--- src/rtl/acss_pkg.sv ---
package acss_pkg;

    // Chain geometry
    localparam int MAX_CHAIN = 16;
    localparam int POS_W     = $clog2(MAX_CHAIN);
    localparam int LEN_W     = 5;
    localparam int CHAN_W    = 3;
    localparam int LIST_W    = 48;
    localparam int SAMPLE_W  = 10;

    // Request type codes
    localparam logic REQ_START     = 1'b0;
    localparam logic REQ_CONV_DONE = 1'b1;

    // Configuration register indexes
    localparam int   CFG_IDX_W        = 1;
    localparam logic CFG_CHAIN_LENGTH = 1'b0;
    localparam logic CFG_CHANNEL_LIST = 1'b1;

    // Reset values of the configuration registers
    localparam logic [LEN_W-1:0]  CHAIN_LENGTH_RST = 5'd1;
    localparam logic [LIST_W-1:0] CHANNEL_LIST_RST = '0;

    typedef struct packed {
        logic [LEN_W-1:0]  chain_length;
        logic [LIST_W-1:0] channel_list;
    } t_cfg;

    typedef struct packed {
        logic                req_type;
        logic [SAMPLE_W-1:0] sample;
    } t_in_item;

    typedef struct packed {
        logic                start_conv;
        logic [CHAN_W-1:0]   channel_sel;
        logic                store_valid;
        logic [POS_W-1:0]    store_index;
        logic [SAMPLE_W-1:0] store_value;
        logic                chain_done;
        logic                start_rejected;
    } t_out_item;

    // Channel number held in list entry idx
    function automatic logic [CHAN_W-1:0] list_entry(
        input logic [LIST_W-1:0] list,
        input logic [POS_W-1:0]  idx
    );
        logic [CHAN_W-1:0] ch;
        ch = list[CHAN_W*idx +: CHAN_W];
        return ch;
    endfunction

    // Chain length clamped to 1..MAX_CHAIN
    function automatic logic [LEN_W-1:0] effective_length(input logic [LEN_W-1:0] len);
        logic [LEN_W-1:0] r;
        if (len == '0) begin
            r = LEN_W'(1);
        end else if (len > LEN_W'(MAX_CHAIN)) begin
            r = LEN_W'(MAX_CHAIN);
        end else begin
            r = len;
        end
        return r;
    endfunction

endpackage

--- src/rtl/acss_in_if.sv ---
// Request channel: start requests and conversion-complete events
interface acss_in_if;
    logic                             valid;
    logic                             ready;
    logic                             req_type;
    logic [acss_pkg::SAMPLE_W-1:0]    sample;

    modport source (output valid, output req_type, output sample, input ready);
    modport sink   (input valid, input req_type, input sample, output ready);
endinterface

--- src/rtl/acss_out_if.sv ---
// Result channel: one result per accepted request
interface acss_out_if;
    logic                             valid;
    logic                             ready;
    logic                             start_conv;
    logic [acss_pkg::CHAN_W-1:0]      channel_sel;
    logic                             store_valid;
    logic [acss_pkg::POS_W-1:0]       store_index;
    logic [acss_pkg::SAMPLE_W-1:0]    store_value;
    logic                             chain_done;
    logic                             start_rejected;

    modport source (output valid, output start_conv, output channel_sel, output store_valid,
                    output store_index, output store_value, output chain_done,
                    output start_rejected, input ready);
    modport sink   (input valid, input start_conv, input channel_sel, input store_valid,
                    input store_index, input store_value, input chain_done,
                    input start_rejected, output ready);
endinterface

--- src/rtl/acss_cfg_regs.sv ---
// Configuration register file, write only
module acss_cfg_regs (
    input  logic                              i_clk,
    input  logic                              i_rst_n,
    input  logic                              i_cfg_we,
    input  logic [acss_pkg::CFG_IDX_W-1:0]    i_cfg_idx,
    input  logic [acss_pkg::LIST_W-1:0]       i_cfg_data,
    output acss_pkg::t_cfg                    o_cfg
);

    acss_pkg::t_cfg r_cfg;

    always_ff @(posedge i_clk) begin
        if (!i_rst_n) begin
            r_cfg.chain_length <= acss_pkg::CHAIN_LENGTH_RST;
            r_cfg.channel_list <= acss_pkg::CHANNEL_LIST_RST;
        end else if (i_cfg_we) begin
            case (i_cfg_idx)
                acss_pkg::CFG_CHAIN_LENGTH: begin
                    r_cfg.chain_length <= i_cfg_data[acss_pkg::LEN_W-1:0];
                end
                acss_pkg::CFG_CHANNEL_LIST: begin
                    r_cfg.channel_list <= i_cfg_data;
                end
                default: begin
                end
            endcase
        end
    end

    assign o_cfg = r_cfg;

endmodule

--- src/rtl/acss_in_stage.sv ---
// Input register: holds one request until the core takes it
module acss_in_stage (
    input  logic                i_clk,
    input  logic                i_rst_n,
    acss_in_if.sink             i_in_ch,
    input  logic                i_take,
    output logic                o_valid,
    output acss_pkg::t_in_item  o_item
);

    logic               r_valid;
    acss_pkg::t_in_item r_item;
    logic               w_load;

    // Free when empty or emptied this cycle
    assign i_in_ch.ready = !r_valid || i_take;
    assign w_load        = i_in_ch.valid && i_in_ch.ready;

    always_ff @(posedge i_clk) begin
        if (!i_rst_n) begin
            r_valid <= 1'b0;
        end else if (w_load) begin
            r_valid <= 1'b1;
        end else if (i_take) begin
            r_valid <= 1'b0;
        end
    end

    // Payload needs no reset
    always_ff @(posedge i_clk) begin
        if (w_load) begin
            r_item.req_type <= i_in_ch.req_type;
            r_item.sample   <= i_in_ch.sample;
        end
    end

    assign o_valid = r_valid;
    assign o_item  = r_item;

endmodule

--- src/rtl/acss_seq_core.sv ---
// Sequencer state and result register
module acss_seq_core (
    input  logic                i_clk,
    input  logic                i_rst_n,
    input  acss_pkg::t_cfg      i_cfg,
    input  logic                i_valid,
    input  acss_pkg::t_in_item  i_item,
    output logic                o_take,
    acss_out_if.source          o_out_ch
);

    logic                          r_busy;
    logic [acss_pkg::POS_W-1:0]    r_position;
    logic                          r_out_valid;
    acss_pkg::t_out_item           r_out;

    logic                          n_busy;
    logic [acss_pkg::POS_W-1:0]    n_position;
    acss_pkg::t_out_item           n_out;
    logic [acss_pkg::LEN_W-1:0]    w_len;
    logic [acss_pkg::LEN_W-1:0]    w_pos_inc;
    logic [acss_pkg::POS_W-1:0]    w_pos_next;

    // Result register free when empty or being drained
    assign o_take = i_valid && (!r_out_valid || o_out_ch.ready);

    assign w_len      = acss_pkg::effective_length(i_cfg.chain_length);
    assign w_pos_inc  = {1'b0, r_position} + acss_pkg::LEN_W'(1);
    assign w_pos_next = w_pos_inc[acss_pkg::POS_W-1:0];

    // Next state and result for the request in the input register
    always_comb begin
        n_busy     = r_busy;
        n_position = r_position;
        n_out      = '0;
        if (i_item.req_type == acss_pkg::REQ_START) begin
            if (r_busy) begin
                n_out.start_rejected = 1'b1;
            end else begin
                n_busy            = 1'b1;
                n_position        = '0;
                n_out.start_conv  = 1'b1;
                n_out.channel_sel = acss_pkg::list_entry(i_cfg.channel_list, '0);
            end
        end else if (r_busy) begin
            n_out.store_valid = 1'b1;
            n_out.store_index = r_position;
            n_out.store_value = i_item.sample;
            if (w_pos_inc < w_len) begin
                n_position        = w_pos_next;
                n_out.start_conv  = 1'b1;
                n_out.channel_sel = acss_pkg::list_entry(i_cfg.channel_list, w_pos_next);
            end else begin
                n_out.chain_done = 1'b1;
                n_busy           = 1'b0;
                n_position       = '0;
            end
        end
    end

    always_ff @(posedge i_clk) begin
        if (!i_rst_n) begin
            r_busy      <= 1'b0;
            r_position  <= '0;
            r_out_valid <= 1'b0;
        end else begin
            if (o_take) begin
                r_busy      <= n_busy;
                r_position  <= n_position;
                r_out_valid <= 1'b1;
            end else if (o_out_ch.ready) begin
                r_out_valid <= 1'b0;
            end
        end
    end

    always_ff @(posedge i_clk) begin
        if (o_take) begin
            r_out <= n_out;
        end
    end

    assign o_out_ch.valid          = r_out_valid;
    assign o_out_ch.start_conv     = r_out.start_conv;
    assign o_out_ch.channel_sel    = r_out.channel_sel;
    assign o_out_ch.store_valid    = r_out.store_valid;
    assign o_out_ch.store_index    = r_out.store_index;
    assign o_out_ch.store_value    = r_out.store_value;
    assign o_out_ch.chain_done     = r_out.chain_done;
    assign o_out_ch.start_rejected = r_out.start_rejected;

endmodule

--- src/rtl/adc_channel_scan_sequencer.sv ---
// ADC channel scan sequencer. Send a start request (req_type 0) to begin a chain: the result
// starts a conversion on list entry 0. Each conversion-complete event (req_type 1) returns a
// store of its sample at the current chain position and either the start of the next listed
// channel or chain_done after chain_length conversions (0 acts as 1, above 16 acts as 16).
// A start while busy gives start_rejected; a completion while idle gives an all-zero result.
// Every accepted request gives exactly one result. A request passes through one input register
// and one result register; one request is accepted every cycle unless the result channel stalls,
// and the result register is refilled in the cycle it is drained. chain_length and channel_list
// are read live on each request; write them only while no request is in flight.
module adc_channel_scan_sequencer (
    input  logic                              i_clk,
    input  logic                              i_rst_n,
    input  logic                              i_cfg_we,
    input  logic [acss_pkg::CFG_IDX_W-1:0]    i_cfg_idx,
    input  logic [acss_pkg::LIST_W-1:0]       i_cfg_data,
    acss_in_if.sink                           i_in_ch,
    acss_out_if.source                        o_out_ch
);

    acss_pkg::t_cfg     w_cfg;
    logic               w_in_valid;
    acss_pkg::t_in_item w_in_item;
    logic               w_take;

    // Configuration registers
    acss_cfg_regs u_cfg (
        .i_clk      (i_clk),
        .i_rst_n    (i_rst_n),
        .i_cfg_we   (i_cfg_we),
        .i_cfg_idx  (i_cfg_idx),
        .i_cfg_data (i_cfg_data),
        .o_cfg      (w_cfg)
    );

    // Input register
    acss_in_stage u_in (
        .i_clk   (i_clk),
        .i_rst_n (i_rst_n),
        .i_in_ch (i_in_ch),
        .i_take  (w_take),
        .o_valid (w_in_valid),
        .o_item  (w_in_item)
    );

    // Sequencer and result register
    acss_seq_core u_core (
        .i_clk    (i_clk),
        .i_rst_n  (i_rst_n),
        .i_cfg    (w_cfg),
        .i_valid  (w_in_valid),
        .i_item   (w_in_item),
        .o_take   (w_take),
        .o_out_ch (o_out_ch)
    );

endmodule

--- src/flat_wrapper.sv ---
// flat-port wrapper written by rule: the top's interface ports become plain ports
module adc_channel_scan_sequencer_flat 
  (i_clk, i_rst_n, i_cfg_we, i_cfg_idx, i_cfg_data, i_in_ch_valid, i_in_ch_req_type, i_in_ch_sample, i_in_ch_ready, o_out_ch_valid, o_out_ch_start_conv, o_out_ch_channel_sel, o_out_ch_store_valid, o_out_ch_store_index, o_out_ch_store_value, o_out_ch_chain_done, o_out_ch_start_rejected, o_out_ch_ready);
  acss_in_if i_in_ch_i ();
  acss_out_if o_out_ch_i ();
  input  logic i_clk;
  input  logic i_rst_n;
  input  logic i_cfg_we;
  input  logic [acss_pkg::CFG_IDX_W-1:0] i_cfg_idx;
  input  logic [acss_pkg::LIST_W-1:0] i_cfg_data;
  input wire logic [$bits(i_in_ch_i.valid)-1:0] i_in_ch_valid;
  input wire logic [$bits(i_in_ch_i.req_type)-1:0] i_in_ch_req_type;
  input wire logic [$bits(i_in_ch_i.sample)-1:0] i_in_ch_sample;
  output wire logic [$bits(i_in_ch_i.ready)-1:0] i_in_ch_ready;
  output wire logic [$bits(o_out_ch_i.valid)-1:0] o_out_ch_valid;
  output wire logic [$bits(o_out_ch_i.start_conv)-1:0] o_out_ch_start_conv;
  output wire logic [$bits(o_out_ch_i.channel_sel)-1:0] o_out_ch_channel_sel;
  output wire logic [$bits(o_out_ch_i.store_valid)-1:0] o_out_ch_store_valid;
  output wire logic [$bits(o_out_ch_i.store_index)-1:0] o_out_ch_store_index;
  output wire logic [$bits(o_out_ch_i.store_value)-1:0] o_out_ch_store_value;
  output wire logic [$bits(o_out_ch_i.chain_done)-1:0] o_out_ch_chain_done;
  output wire logic [$bits(o_out_ch_i.start_rejected)-1:0] o_out_ch_start_rejected;
  input wire logic [$bits(o_out_ch_i.ready)-1:0] o_out_ch_ready;
  assign i_in_ch_i.valid = i_in_ch_valid;
  assign i_in_ch_i.req_type = i_in_ch_req_type;
  assign i_in_ch_i.sample = i_in_ch_sample;
  assign i_in_ch_ready = i_in_ch_i.ready;
  assign o_out_ch_valid = o_out_ch_i.valid;
  assign o_out_ch_start_conv = o_out_ch_i.start_conv;
  assign o_out_ch_channel_sel = o_out_ch_i.channel_sel;
  assign o_out_ch_store_valid = o_out_ch_i.store_valid;
  assign o_out_ch_store_index = o_out_ch_i.store_index;
  assign o_out_ch_store_value = o_out_ch_i.store_value;
  assign o_out_ch_chain_done = o_out_ch_i.chain_done;
  assign o_out_ch_start_rejected = o_out_ch_i.start_rejected;
  assign o_out_ch_i.ready = o_out_ch_ready;
  adc_channel_scan_sequencer u_core (.i_clk(i_clk), .i_rst_n(i_rst_n), .i_cfg_we(i_cfg_we), .i_cfg_idx(i_cfg_idx), .i_cfg_data(i_cfg_data), .i_in_ch(i_in_ch_i), .o_out_ch(o_out_ch_i));
endmodule
--- config.mk ---
export PLATFORM = sky130hd
export DESIGN_NAME = adc_channel_scan_sequencer_flat
export DESIGN_NICKNAME = d
export VERILOG_FILES = /design/src/rtl/acss_pkg.sv /design/src/rtl/acss_in_if.sv /design/src/rtl/acss_out_if.sv /design/src/rtl/acss_cfg_regs.sv /design/src/rtl/acss_in_stage.sv /design/src/rtl/acss_seq_core.sv /design/src/rtl/adc_channel_scan_sequencer.sv /design/src/flat_wrapper.sv
export SDC_FILE = /design/constraint.sdc
export NUM_CORES = 1
export LEC_CHECK = 0
export BUFFER_PORTS_ARGS = -buffer_cell sky130_fd_sc_hd__clkbuf_2
export CORE_ASPECT_RATIO = 0.75
export CORE_UTILIZATION = 58
export CTS_CLUSTER_DIAMETER = 50
export DETAILED_ROUTE_END_ITERATION = 10
export GPL_ROUTABILITY_DRIVEN = 0
export PLACE_DENSITY = 0.85
export RECOVER_POWER = 50
export SYNTH_ARGS = -nofsm -noshare
export SYNTH_HDL_FRONTEND = slang
export SYNTH_SLANG_ARGS = --single-unit
--- constraint.sdc ---
create_clock -name i_clk -period 7.7 [get_ports i_clk]
set_input_delay 0.77 -clock i_clk [delete_from_list [all_inputs] [get_ports i_clk]]
set_output_delay 0.77 -clock i_clk [all_outputs]
set_load 0.02 [all_outputs]
* After elaboration in Yosys (flattened, before gate mapping)
Index checks and enable logic that the tools add are counted.
Storage, ports and cells: register bits 92, input bits 65, output and inout bits 23, logic and storage cells 55
Cells by class: $add $sub $neg 1, multipliers 1, $lt $le $gt $ge 2, equal/unequal tests 2, shift operators 1, mux-type cells 19, bitwise operators 1, reduce and logical (&&, ||, !) cells 13
Operator list (count):
- $shiftx 48x7->3 | 1
- $mux 4 | 7
- $mux 20 | 1
- $mux 5 | 2
- $mux 1 | 9
- $mul 2x4->6 const A | 1
- $reduce_and 2->1 | 3
- $add 4x1->5 const B | 1
- $gt 5x5->1 const B | 1
- $logic_not 5->1 | 1
- $lt 5x5->1 | 1
- $reduce_bool 2->1 | 2
- $reduce_and 3->1 | 1
- $logic_and 1x1->1 | 2
- $logic_not 1->1 | 2
- $logic_or 1x1->1 | 2
- $ne 2x1->1 const B | 1
- $ne 2x2->1 const B | 1
- $not 1->1 | 1

* Depth between registers and ports, before layout
depth in word-level cells 7, gate-level depth with buffers 10, gate-level depth less buffers 9

* By module
From an unflattened synthesis, not the netlist that was laid out.
Unflattened totals: cell total of the unflattened synthesis 386, area, all modules 4182.8 sq um
Modules (own cells, without submodules):
- acss_cfg_regs | times used 1, cells an instance 237, area an instance 2155.8 sq um, seq. area each 1061.0 sq um
- acss_seq_core | times used 1, cells an instance 133, area an instance 1639.1 sq um, seq. area each 750.7 sq um
- acss_in_stage | times used 1, cells an instance 16, area an instance 387.9 sq um, seq. area each 350.3 sq um

* Worst setup path before layout
No wires, ideal clock.
path kind flip-flop to flip-flop, start reg u_core.u_core.r_position[0] (netlist name), end reg u_core.u_core.r_out, in the netlist u_core.u_core.o_out_ch.start_conv (data pin), setup time 263 ps, arrival 2162 ps, data required time 7437 ps, path slack 5276 ps, stages on the path, launching flop included 11, buffers on the path 1, clock period less this slack 2424 ps, cell sequence dfxtp_1 -> buf_2 -> nand3_1 -> xor2_1 -> inv_1 -> ha_1 -> nand2_1 -> a311oi_1 -> a211oi_2 -> nand2_1 -> o21ai_0
RTL lines:
- start, declared | line acss_seq_core.sv:13 | logic [acss_pkg::POS_W-1:0] r_position;
- start signal, assigned | line acss_seq_core.sv:69 | r_position <= n_position;
- end signal, assigned | line acss_seq_core.sv:79 | r_out <= n_out;
- end, declared | line acss_seq_core.sv:15 | acss_pkg::t_out_item r_out;

==> flow_metrics.env <==
export IMPL_status="finished, violations left"
export IMPL_violations="max-capacitance violations, max-slew violations"
export IMPL_fin_skew_ns=0.0102
export IMPL_io_pins=88
export IMPL_core_sq_mm=0.00644
export IMPL_firstDrtPassIters=4
export IMPL_cp_required_ns=7.82
export IMPL_power_total_uw=938
export IMPL_cts_hold_buf=0
export IMPL_rows=25
export IMPL_port_buffers=87
export IMPL_multi_input_area_sq_mm=0.00168
export IMPL_cp_arrival_ns=3.37
export IMPL_place_hpwl_um=5510
export IMPL_dieArea_sq_mm=0.00715
export IMPL_hold_viol_final=0
export IMPL_busiest_layer="met2"
export IMPL_finalSetupViolations=0
export IMPL_synth_edf_count=32
export IMPL_htree_levels=3
export IMPL_wl_um=7810
export IMPL_num_vias=2918
export IMPL_fin_crit_sh_pct=42.2
export IMPL_n_antenna_cell=0
export IMPL_critPathKind="flop to flop"
export IMPL_synth_ff_type="dfxtp_1"
export IMPL_peakVddDrop_v=0.000131
export IMPL_overflow=0
export IMPL_antenna_found_initial=0
export IMPL_numCtsBuffers=9
export IMPL_path_max_fanout=19
export IMPL_die_h_um=73.5
export IMPL_cp_end_kind="flop"
export IMPL_cp_slowest_cell="dfxtp_1"
export IMPL_fin_util_pct=71.5
export IMPL_rsz0062_at_grt="no"
export IMPL_ys_top_cells_by_count="nand2_1 (116), dfxtp_1 (60), a21boi_0 (51), edfxtp_1 (32)"
export IMPL_syn_area_per_cell_sq_um=10.5
export IMPL_drive_gt1_share_pct=26.1
export IMPL_grt_start_max_net_pins=62
export IMPL_drc_errors=0
export IMPL_layout_min_cycle_time_ns=3.25
export IMPL_pre_cts_ws_ns=4.52
export IMPL_synth_top_cells_by_area="dfxtp_1 (30%), edfxtp_1 (24%), nand2_1 (11%)"
export IMPL_synthToLayoutAreaGrowth_pct=16.6
export IMPL_cts_root_buf="clkbuf_8"
export IMPL_crit_path_cell_trace="nand3_1 -> xor2_1 -> inv_1 -> ha_1 -> nand2_1 -> a311oi_1 -> a211oi_2 -> nand2_1 -> o21ai_0"
export IMPL_final_max_slew_viol_count=62
export IMPL_async_reset_ff_share_pct=0
export IMPL_setup_ws_ns=4.45
export IMPL_grt_pass1_vias=2831
export IMPL_grtUsageMet2_pct=39.7
export IMPL_yosys_cell_count_top_type="nand2_1"
export IMPL_path_common_cell="nand2_1"
export IMPL_ys_seq_elements=92
export IMPL_start_kind="flop"
export IMPL_die_width_um=97.3
export IMPL_wl_per_cell_um=14.4
export IMPL_cts_sinks=92
export IMPL_worstHoldPathType="flop to flop"
export IMPL_seqCellArea_sq_mm=0.00216
export IMPL_yosysWarnings=0
export IMPL_grt_use_met3_pct=7.90
export IMPL_start_util_pct=61.3
export IMPL_leakage_uw=0.00184
export IMPL_drv_cap=1
export IMPL_max_slew_margin_rel_pct=-36.9
export IMPL_ys_seq_area_share_pct=54.7
export IMPL_ys_types=33
export IMPL_fmax_ghz=0.308
export IMPL_postRouteAntennaNets=0
export IMPL_syn_inst=377
export IMPL_fillCellCount=485
export IMPL_cts_setup_buffers=0
export IMPL_use_met1_pct=30.0
export IMPL_synth_top_area_share_pct=30.4
export IMPL_final_nets=526
export IMPL_cts_tree="built"
export IMPL_syn_nets=448
export IMPL_tightest_slew_ns=2.05
export IMPL_synth_largest_area_cell="dfxtp_1"
export IMPL_clk_pin_slew_ns=0.10
export IMPL_clockBufferDepth=2
export IMPL_powerDensity_mw_per_mm2=203
export IMPL_critPathMaxStageDelay_ns=0.90
export IMPL_via_per_inst=5.39
export IMPL_grt_pass1_wl_um=13100
export IMPL_synth_area_sq_mm=0.00395
export IMPL_clkLatencyLatePin_ns=0.37
export IMPL_fin_tns_setup_ns=0
export IMPL_drtIter0Drc=121
export IMPL_cts_resized=0
export IMPL_grt_usage_pct=23.8
[report_power, final]
group          leakage [uW]  switching, uW  total (uW)  internal, uW
combinational      0.000939           47.6        86.1          38.5
sequential         0.000797           11.2         536           524
clock              0.000101            188         316           128
[stage by stage]
| step | area [sq um] | instances | hold WS [ns] |
|---|---|---|---|
| final | 4610 | 541 | 0.470 |
| after global routing | 4610 | 541 | 0.491 |
| after CTS | 4610 | 541 | 0.475 |
| after detailed placement | 4410 | 525 | 0.461 |
| after global placement | 4410 | 525 | 0.453 |
| after floorplan | 3950 | 377 | 0.439 |
[layer usage]
metal | routed length, um | part of all wire, %
met4 | 85 | 1.1
met1 | 3460 | 44
met3 | 477 | 6.1
met5 | 0 | 0
met2 | 3790 | 48
[kinds of logic (layout without fill, tap and decap cells)]
kind of cell | Yosys count | count (layout) | share of synthesized area [%]
AOI/OAI and AO/OA | 71 | 71 | 12.8
xor gates and xnor gates | 2 | 2 | 0.918
adders and majority gates | 6 | 6 | 1.90
buffers and inverters | 27 | 110 | 2.85
DFF | 92 | 92 | 54.7
muxes | 22 | 22 | 9.75
and+or+nand+nor | 157 | 157 | 17.1
[layout by cell type, fill, tap and decap left out, drive strengths merged, types with 7 or more instances in the layout]
master,n
mux2i,7
dfxtp,60
inv,9
mux4,12
and2,17
a21boi,51
clkbuf,96
nand2,116
nor2b,10
o21ai,10
edfxtp,32
[critical path, delay by kind of cell, from the launching register on]
family | cells | cell delay, ns
flip-flops | 1 | 0.90
AO/OA/AOI/OAI | 3 | 0.70
XOR/XNOR | 1 | 0.53
AND/OR/NAND/NOR | 3 | 0.45
adder cells (fa/ha/maj) | 1 | 0.31
buffers and inverters | 1 | 0.11
[flip-flops by register name, indices dropped and copies added, names as in the netlist, 3 cells and up]
| name | flops |
|---|---|
| u_core.u_cfg.o_cfg | 53 |
| u_core.u_in.o_item | 11 |
| u_core.u_core.o_out_ch.store_value | 10 |
| u_core.u_core.o_out_ch.store_index | 4 |
| u_core.u_core.r_position | 4 |
| u_core.u_core.o_out_ch.channel_sel | 3 |
[final timing paths]
kind / from / endpoint / slack (ns) / cells past startpoint
worst max-delay path: u_core.u_core.r_position[0]$_SDFFE_PN0P_ / u_core.u_core.o_out_ch.start_conv$_DFFE_PP_ / 4.45 / 9
worst min-delay path: u_core.u_cfg.o_cfg[18]$_SDFFE_PN0P_ / u_core.u_cfg.o_cfg[18]$_SDFFE_PN0P_ / 0.47 / 2
worst max register to register: u_core.u_core.r_position[0]$_SDFFE_PN0P_ / u_core.u_core.o_out_ch.start_conv$_DFFE_PP_ / 4.45 / 9
worst min register to register: u_core.u_cfg.o_cfg[18]$_SDFFE_PN0P_ / u_core.u_cfg.o_cfg[18]$_SDFFE_PN0P_ / 0.47 / 2
[layout make-up]
cell class                      instances  area share, %
Clock buffer                            9           2.69
Clock inverter                          7           1.66
Inverter                                5          0.407
Multi-Input combinational cell        258           36.4
Sequential cell                        92           46.9
Tap cell                               81           2.20
Timing Repair Buffer                   89           9.72
(Power assumes the default switching activity.)
